**src/rtl/tdp_pkg.sv**
```systemverilog
// Shared types and constants for the trial-division primality tester.
// No dependencies; used by tdp_div and trial_division_prime_test.
`default_nettype none
package tdp_pkg;

  localparam int SMALL_PRIME   = 3;
  localparam int PAIR_OFFSET   = 2;
  localparam int FIRST_DIVISOR = 5;
  localparam int WHEEL_STEP    = 6;

  typedef struct packed {
    logic busy;
    logic done;
  } div_stat_t;

endpackage
`default_nettype wire

```
**src/rtl/tdp_div.sv**
```systemverilog
// Bit-serial restoring divider: one quotient bit per cycle while busy; stat.done marks the end of a division.
// Depends on tdp_pkg (div_stat_t).
`default_nettype none
module tdp_div import tdp_pkg::*; #(
  parameter int W = 32
) (
  input  wire logic         clk,
  input  wire logic         rst_n,
  input  wire logic         start,
  input  wire logic [W-1:0] dividend,
  input  wire logic [W-1:0] divisor,
  output logic      [W-1:0] quotient,
  output logic      [W-1:0] remainder,
  output div_stat_t         stat
);

  localparam int CW = $clog2(W + 1);

  logic [W-1:0]  quo_r, quo_nxt;
  logic [W-1:0]  rem_r, rem_nxt;
  logic [CW-1:0] cnt_r;
  logic          busy_r;
  logic          done_r;
  logic [W:0]    sh;
  logic [W:0]    diff;
  logic          ge;

  always_comb begin
    sh      = {rem_r, quo_r[W-1]};
    diff    = sh - {1'b0, divisor};
    ge      = ~diff[W];
    rem_nxt = ge ? diff[W-1:0] : sh[W-1:0];
    quo_nxt = {quo_r[W-2:0], ge};
  end

  always_ff @(posedge clk) begin
    if (!rst_n) begin
      busy_r <= 1'b0;
      done_r <= 1'b0;
      cnt_r  <= '0;
    end else begin
      done_r <= 1'b0;
      if (start) begin
        quo_r  <= dividend;
        rem_r  <= '0;
        cnt_r  <= CW'(W);
        busy_r <= 1'b1;
      end else if (busy_r) begin
        quo_r <= quo_nxt;
        rem_r <= rem_nxt;
        cnt_r <= cnt_r - CW'(1);
        if (cnt_r == CW'(1)) begin
          busy_r <= 1'b0;
          done_r <= 1'b1;
        end
      end
    end
  end

  assign quotient  = quo_r;
  assign remainder = rem_r;
  assign stat      = '{busy: busy_r, done: done_r};

endmodule
`default_nettype wire

```
**config.mk**
```make
export PLATFORM = sky130hd
export DESIGN_NAME = tdp_div
export DESIGN_NICKNAME = d
export VERILOG_FILES = /design/src/rtl/tdp_pkg.sv /design/src/rtl/tdp_div.sv
export SDC_FILE = /design/constraint.sdc
export NUM_CORES = 1
export LEC_CHECK = 0
export BUFFER_PORTS_ARGS = -buffer_cell sky130_fd_sc_hd__buf_2
export CORE_MARGIN = 4
export CORE_UTILIZATION = 45
export DETAILED_ROUTE_END_ITERATION = 10
export GPL_TIMING_DRIVEN = 1
export PLACE_DENSITY = 0.68
export SLEW_MARGIN = 20
export SYNTH_ARGS = -nofsm -noshare
export SYNTH_HDL_FRONTEND = slang
export SYNTH_SLANG_ARGS = --single-unit
```
**constraint.sdc**
```tcl
create_clock -name clk -period 5.49 [get_ports clk]
set_input_delay 1.098 -clock clk [delete_from_list [all_inputs] [get_ports clk]]
set_output_delay 1.098 -clock clk [all_outputs]
set_load 0.02 [all_outputs]
```
Word level (Yosys, flattened, before mapping)
Index checks and enable logic that the tools add are counted.
- register bits: 72
- input port bits: 67
- output and inout port bits: 66
- logic and storage cells: 26
- $add $sub $neg: 2
- eq/ne operators: 1
- multiplexer cells: 10
- bitwise gates (word level): 3
- reduce and logical (&&, ||, !) cells: 4
- operators by type and width (cell ; number):
    32-bit two-way mux ; 4
    33-bit by 32-bit subtractor with 33-bit output ; 1
    6-bit two-way mux ; 2
    6-bit by 1-bit equality test with 1-bit output, second input constant ; 1
    6-bit by 1-bit subtractor with 6-bit output, second input constant ; 1
    1-bit two-way mux ; 4
    1-bit inverter ; 3
    3-bit OR reduction ; 1
    2-bit AND reduction ; 1
    2-bit nonzero test ; 1
    2-bit OR reduction ; 1

Longest topological paths before layout
Gate-level depths: netlist of the first run.
- depth after elaboration: 4
- depth in mapped cells: 13

Worst setup path before layout of the first run
No wires, ideal clock.
- path kind: input port to flip-flop
- start: input port divisor[0]
- end: register rem_r[1], in the netlist remainder[1] (data pin)
- arrival: 3.583 ns
- data required time: 5.235 ns
- path slack: 1.652 ns
- stages on the path: 11
- path through: ha_1 -> fa_1 -> nand2b_1 -> a21o_1 -> a31o_2 -> a211oi_1 -> o31ai_2 -> or3_1 -> buf_6 -> mux2i_1 -> and2_1
- cells in the longest elaborated chain, start to end: 3
- RTL lines (what ; line ; source):
    start, declared ; tdp_div.sv:11 ; input wire logic [W-1:0] divisor,
    33-bit by 32-bit subtractor with 33-bit output ; tdp_div.sv:30 ; diff = sh - {1'b0, divisor};
    32-bit two-way mux ; tdp_div.sv:32 ; rem_nxt = ge ? diff[W-1:0] : sh[W-1:0];
    32-bit two-way mux ; tdp_div.sv:48 ; end else if (busy_r) begin
    end signal, assigned ; tdp_div.sv:50 ; rem_r <= rem_nxt;
    end, declared ; tdp_div.sv:20 ; logic [W-1:0] rem_r, rem_nxt;
No other way between the ends. The select of a mux whose other input is x is not followed.
A chain may end at the register's enable or synchronous reset.

Final worst setup path of the first run
- start: input port divisor[0]
- end: register rem_r[26], in the netlist remainder[26] (data pin)
The elaborated chain is that of the path after synthesis.

==> results of run 1 <==
path summary, 6_finish.rpt:
path	from	to	slack, ns	cells past startpoint
worst max-delay path	divisor[0]	remainder[26]$_SDFFCE_PP0P_	1.39	11
worst min-delay path	cnt_r[1]$_SDFFE_PP0P_	cnt_r[1]$_SDFFE_PP0P_	0.50	2
worst max register to register	remainder[24]$_SDFFCE_PP0P_	remainder[25]$_SDFFCE_PP0P_	1.84	9
worst min register to register	cnt_r[1]$_SDFFE_PP0P_	cnt_r[1]$_SDFFE_PP0P_	0.50	2
cells in the mapped netlist, types with 7 or more instances:
cell | instances | area (um^2)
edfxtp_1 | 64 | 1922
nor2_1 | 53 | 198.9
inv_1 | 45 | 168.9
a21oi_1 | 34 | 170.2
ha_1 | 34 | 425.4
mux2_2 | 31 | 349.1
nand2_1 | 28 | 105.1
xnor2_1 | 19 | 166.4
mux2i_1 | 17 | 170.2
o21ai_0 | 17 | 85.08
nor3_1 | 15 | 75.07
clkbuf_1 | 13 | 48.80
nand3_1 | 11 | 55.05
o21a_1 | 11 | 82.58
a211oi_1 | 10 | 75.07
a21o_1 | 10 | 75.07
dfxtp_1 | 8 | 160.2
a211oi_2 | 7 | 87.58
and3_1 | 7 | 43.79
xor2_1 | 7 | 61.31
critical path, cell delays in order:
cell and delay [ns]:
buf_2 0.10, ha_1 0.21, fa_1 0.39, nand2b_1 0.18, a21o_1 0.18, a31o_2 0.25, a211oi_1 0.48, o31ai_2 0.18
or3_1 0.66, and2_1 0.28, o21a_1 0.18
registers in the layout (all words and copies together), names as in the netlist:
| name | count |
|---|---|
| done_r | 1 |
| cnt_r | 6 |
| quotient | 32 |
| remainder | 32 |
| busy_r | 1 |
kinds of logic (layout without fill, tap and decap cells):
group | after synthesis | after routing | synth area share
mux | 48 | 48 | 0.09832
fa+ha+maj | 35 | 35 | 0.08434
compound gates | 134 | 134 | 0.1803
flops | 72 | 72 | 0.3942
simple gates | 150 | 150 | 0.1367
xor+xnor | 26 | 26 | 0.04312
buf+inv | 72 | 197 | 0.06302
placed cells by master, fill, tap and decap left out, types with 4 or more instances in the layout:
cell,n
ha_1,34
buf_4,4
a21oi_1,34
nand4_1,5
nand3_1,11
clkbuf_16,9
and2_1,5
mux2_2,31
inv_1,45
xor2_1,7
a211oi_1,10
a211oi_2,7
o21a_1,10
a21o_1,10
and3_1,7
nor3_1,14
nor2_1,53
dfxtp_1,8
o31a_1,4
o22ai_1,4
nand3b_1,4
o211ai_1,5
nand2_1,28
xnor2_1,19
o21ai_0,17
buf_2,132
edfxtp_1,64
nand2b_1,5
mux2i_1,17
or3_1,5
power breakdown:
group	leakage (nW)	switching (mW)	internal, mW
Clock	0.125	0.235	0.319
Combinational	1.92	0.371	0.254
Sequential	0.684	0.0319	0.658
Total	2.73	0.638	1.23
layer usage:
layer  global-route usage  vias up  wire length, um
met2               0.3219      149             6200
met4              0.08043        0              311
met1               0.2716     2090             6100
met3              0.05492       26             1019
met5                    0        -                0
li1                     -     2226                -
final cells by class:
type                    count  area, um^2  share of cell area
clock inverters             4       31.28            0.004988
multi-input cells         393        2873              0.4581
flip-flops and latches     72        2082              0.3320
inverters                  45       168.9             0.02694
clock buffers              12       246.5             0.03931
well taps                 143       178.9             0.02853
repair buffers            136       690.7              0.1101
per-stage QoR:
| step | utilization | instances | setup WS (ns) | area [um^2] | total power, mW |
|---|---|---|---|---|---|
| 3_5_place_dp | 0.5226 | 789 | 1.043 | 5993 | 1.322 |
| 3_3_place_gp | 0.5226 | 789 | 1.098 | 5993 | 1.311 |
| 2_1_floorplan | - | 537 | 1.652 | 5281 | 1.173 |
| 4_1_cts | 0.5469 | 805 | 1.379 | 6271 | 1.886 |
| 5_1_grt | 0.5469 | 805 | 1.222 | 6271 | 1.979 |
| 6_report | 0.5469 | 805 | 1.385 | 6271 | 1.869 |
==> impl_metrics.json, run 1 <==
{
  "fin_skew_ns": 0.007093,
  "synth-edff-count": 64,
  "io_buffers": 132,
  "cts_tree": "done",
  "areaGrowthSynthToFinish_pct": 18.74,
  "fin_crit_ns": 4.105,
  "start_kind": "input pin",
  "grt_max_degree": 65,
  "antenna_found_initial": 0,
  "setup_viol": 0,
  "wl_um": 13630,
  "fmax_ghz": 0.2436,
  "fillers": 1058,
  "grtUsageTotal": 0.2055,
  "num_vias": 4491,
  "num_io_pins": 133,
  "maxSlewViolCount": 0,
  "synth_ff_type": "edfxtp_1",
  "clock_latency_ns": 0.34,
  "cts_buffer_depth": 2,
  "yosysWarnings": 0,
  "via_per_inst": 5.579,
  "outcome": "finished, final reports clean",
  "dieArea_um2": 13530,
  "start_util": 0.4606,
  "worst_pin_slew_ns": 0.8202,
  "overflow": 0,
  "whs_ns": 0.5030,
  "clkTransAtPathRegs_ns": 0.06,
  "drt_iter0_drc": 211,
  "grt_setup_unrepaired": "no",
  "vdd.ir_drop.worst_mv": 0.1830,
  "crit_fanout": 12,
  "drc": 0,
  "async_reset_ff_frac": 0,
  "worstPathArrival_ns": 4.19,
  "grt_pass1_vias": 4468,
  "cts_setup_buffers": 0,
  "chipWidth_um": 116.3,
  "diodes": 0,
  "gp_congestion": 0.8831,
  "yosysSeqAreaShare": 0.3942,
  "timing_hold_violations_final": 0,
  "layout-drive-gt1-share": 0.2931,
  "synthCells": 537,
  "htreeDepth": 3,
  "yosys_register_bits": 72,
  "grt_pass1_wl_um": 21920,
  "die_h_um": 116.3,
  "dr.pass1.iters": 5,
  "nets": 759,
  "cts-root-buf": "clkbuf_16",
  "cts_buffers": 9,
  "finalCritPeriodShare": 0.7477,
  "synth.distinct_cells": 60,
  "core-area_um2": 11470,
  "syn_nets": 639,
  "syn_area_per_cell_um2": 9.835,
  "cts.repair.resized": 0,
  "fin_setup_tns_ns": 0,
  "hold_buffers": 0,
  "relSlewSlack": 0.4532,
  "row_count": 39,
  "clock_sinks": 72,
  "ant_nets": 0,
  "endpoint_kind": "flip-flop",
  "p_leak_nw": 2.732,
  "power_density_nw_per_um2": 298.1,
  "path_class": "in -> reg",
  "timing.max_cap.violations": 0,
  "hold_path.class": "reg -> reg",
  "syn_area_um2": 5281,
  "cp.required_ns": 5.58,
  "post-dp-hpwl_um": 10200,
  "avgRoutedWirePerCell_um": 16.93
}
(Power assumes the default switching activity.)
==> run 2: changes to the inputs <==
==> constraint.sdc (replaced) <==
create_clock -name clk -period 3.8 [get_ports clk]
set_input_delay 0.76 -clock clk [delete_from_list [all_inputs] [get_ports clk]]
set_output_delay 0.76 -clock clk [all_outputs]
set_load 0.02 [all_outputs]
==> impl_metrics.json, run 2 (synthesized netlist as in run 1, its figures left out) <==
{
  "use_met1": 0.2734,
  "grt_setup_unrepaired": "no",
  "cts_setup_buffers": 0,
  "p_leak_nw": 2.818,
  "areaGrowthSynthToFinish_pct": 21.23,
  "cp-endpoint": "remainder[26]$_SDFFCE_PP0P_",
  "io_buffers": 132,
  "timing.max_cap.violations": 0,
  "drt_iter0_drc": 246,
  "maxSlewViolCount": 0,
  "hold_path.class": "reg -> reg",
  "cts.repair.resized": 0,
  "num_io_pins": 133,
  "grtUsageTotal": 0.2062,
  "row_count": 39,
  "cp.required_ns": 3.90,
  "crit_fanout": 10,
  "final_util": 0.5583,
  "grt_pass1_vias": 4560,
  "grt_pass1_wl_um": 22070,
  "nets": 774,
  "avgRoutedWirePerCell_um": 16.55,
  "start_util": 0.4606,
  "reg2reg_depth": 12,
  "setup_viol": 0,
  "cts_buffer_depth": 2,
  "start_kind": "input pin",
  "worst-r2r-setup-slack_ns": 0.49,
  "timing_hold_violations_final": 0,
  "layout-drive-gt1-share": 0.3102,
  "combPwrFrac": 0.344,
  "post-dp-hpwl_um": 10340,
  "dieArea_um2": 13530,
  "worst_pin_slew_ns": 0.5950,
  "final_common_cell": "buf_2",
  "vdd.ir_drop.worst_mv": 0.2845,
  "diodes": 0,
  "cts-root-buf": "clkbuf_16",
  "layout_common_cells": "132 x buf_2, 64 x edfxtp_1, 53 x nor2_1, 45 x inv_1",
  "clkTransAtPathRegs_ns": 0.06,
  "die_h_um": 116.3,
  "hold_buffers": 0,
  "wl_um": 13570,
  "met2_usage": 0.3261,
  "critPathLaunch": "divisor[0]",
  "core-area_um2": 11470,
  "clock_latency_ns": 0.34,
  "grt_max_degree": 36,
  "drc": 0,
  "p_switching_uw": 941.3,
  "path_class": "in -> reg",
  "htreeDepth": 3,
  "dp_cells": 804,
  "via_per_inst": 5.624,
  "worstPathArrival_ns": 3.54,
  "endpoint_kind": "flip-flop",
  "p_total_mw": 2.736,
  "met3_usage": 0.05389,
  "fin_setup_tns_ns": 0,
  "clkPwrFrac": 0.291,
  "fin_crit_ns": 3.439,
  "antenna_found_initial": 0,
  "sw_frac_of_total": 0.3441,
  "reg2reg_to": "remainder[26]$_SDFFCE_PP0P_",
  "overflow": 0,
  "fmax_ghz": 0.2908,
  "ant_nets": 0,
  "fin_cells": 820,
  "gp_congestion": 0.8606,
  "finalCritPeriodShare": 0.9049,
  "relSlewSlack": 0.5931,
  "cts_buffers": 9,
  "dr.pass1.iters": 5,
  "chipWidth_um": 116.3,
  "power_density_nw_per_um2": 427.3,
  "busiest_layer": "met2",
  "num_vias": 4612,
  "seq_power_share": 0.365,
  "outcome": "finished, final reports clean",
  "reg2reg_from": "quotient[31]$_DFFE_PP_",
  "clock_sinks": 72,
  "fin_skew_ns": 0.007309,
  "cts_tree": "done",
  "intPower_mw": 1.795
}
-- run 2: cell count changes in the layout (fill, tap and decap cells not counted), sizes merged --
cell	change
buf	+15
clkbuf	-2
clkinv	+1
clkinvlp	-1
inv	+2
-- run 2: worst min-delay path by stage --
stage / startpoint / endpoint / slack [ns] / cells after the start
6_report: cnt_r[1]$_SDFFE_PP0P_ / cnt_r[1]$_SDFFE_PP0P_ / 0.51 / 2
2_1_floorplan: cnt_r[0]$_SDFFE_PP0P_ / cnt_r[0]$_SDFFE_PP0P_ / 0.46 / 2
5_1_grt: cnt_r[1]$_SDFFE_PP0P_ / cnt_r[1]$_SDFFE_PP0P_ / 0.54 / 2
3_5_place_dp: cnt_r[1]$_SDFFE_PP0P_ / cnt_r[1]$_SDFFE_PP0P_ / 0.50 / 2
3_3_place_gp: cnt_r[0]$_SDFFE_PP0P_ / cnt_r[0]$_SDFFE_PP0P_ / 0.47 / 2
4_1_cts: cnt_r[1]$_SDFFE_PP0P_ / cnt_r[1]$_SDFFE_PP0P_ / 0.50 / 2
-- run 2: cell type report --
cell class,count,area [um^2]
Multi-Input combinational cell,393,2873
Clock buffer,10,229.0
Fill cell,1004,5065
Timing Repair Buffer,151,828.3
Sequential cell,72,2082
Inverter,45,168.9
Clock inverter,6,42.54
Tap cell,143,178.9
-- run 2: power groups by stage --
| stage | Combinational [mW] | Clock, mW | Sequential [mW] |
|---|---|---|---|
| floorplan | 0.622 | 0 | 1.07 |
| global placement | 0.919 | 0 | 1.01 |
| detailed placement | 0.933 | 0 | 1.01 |
| CTS | 0.939 | 0.813 | 0.999 |
| global route | 1.04 | 0.843 | 1.01 |
| finish | 0.942 | 0.796 | 0.998 |
-- run 2: per-stage QoR --
stage	setup slack, ns	cell area (um^2)	hold slack, ns
3_3_place_gp	0.08421	6131	0.4720
5_1_grt	0.2057	6402	0.5406
6_report	0.3614	6402	0.5109
3_5_place_dp	0.02720	6131	0.4993
2_1_floorplan	0.3000	5281	0.4610
4_1_cts	0.3765	6402	0.5042
-- run 2: critical path, stage by stage --
cell and delay (ns):
buf_2 0.10, ha_1 0.20, fa_1 0.40, nand2b_1 0.18, a21o_1 0.18, a31o_2 0.24
a211oi_1 0.36, o31ai_2 0.16, or3_1 0.46, buf_12 0.17, and2_1 0.15, o21a_1 0.17
-- run 2: metal layers --
metal	up-vias	wire (um)
li1	2256	-
met1	2163	5998
met2	170	6154
met3	23	1127
met4	0	291
met5	-	0
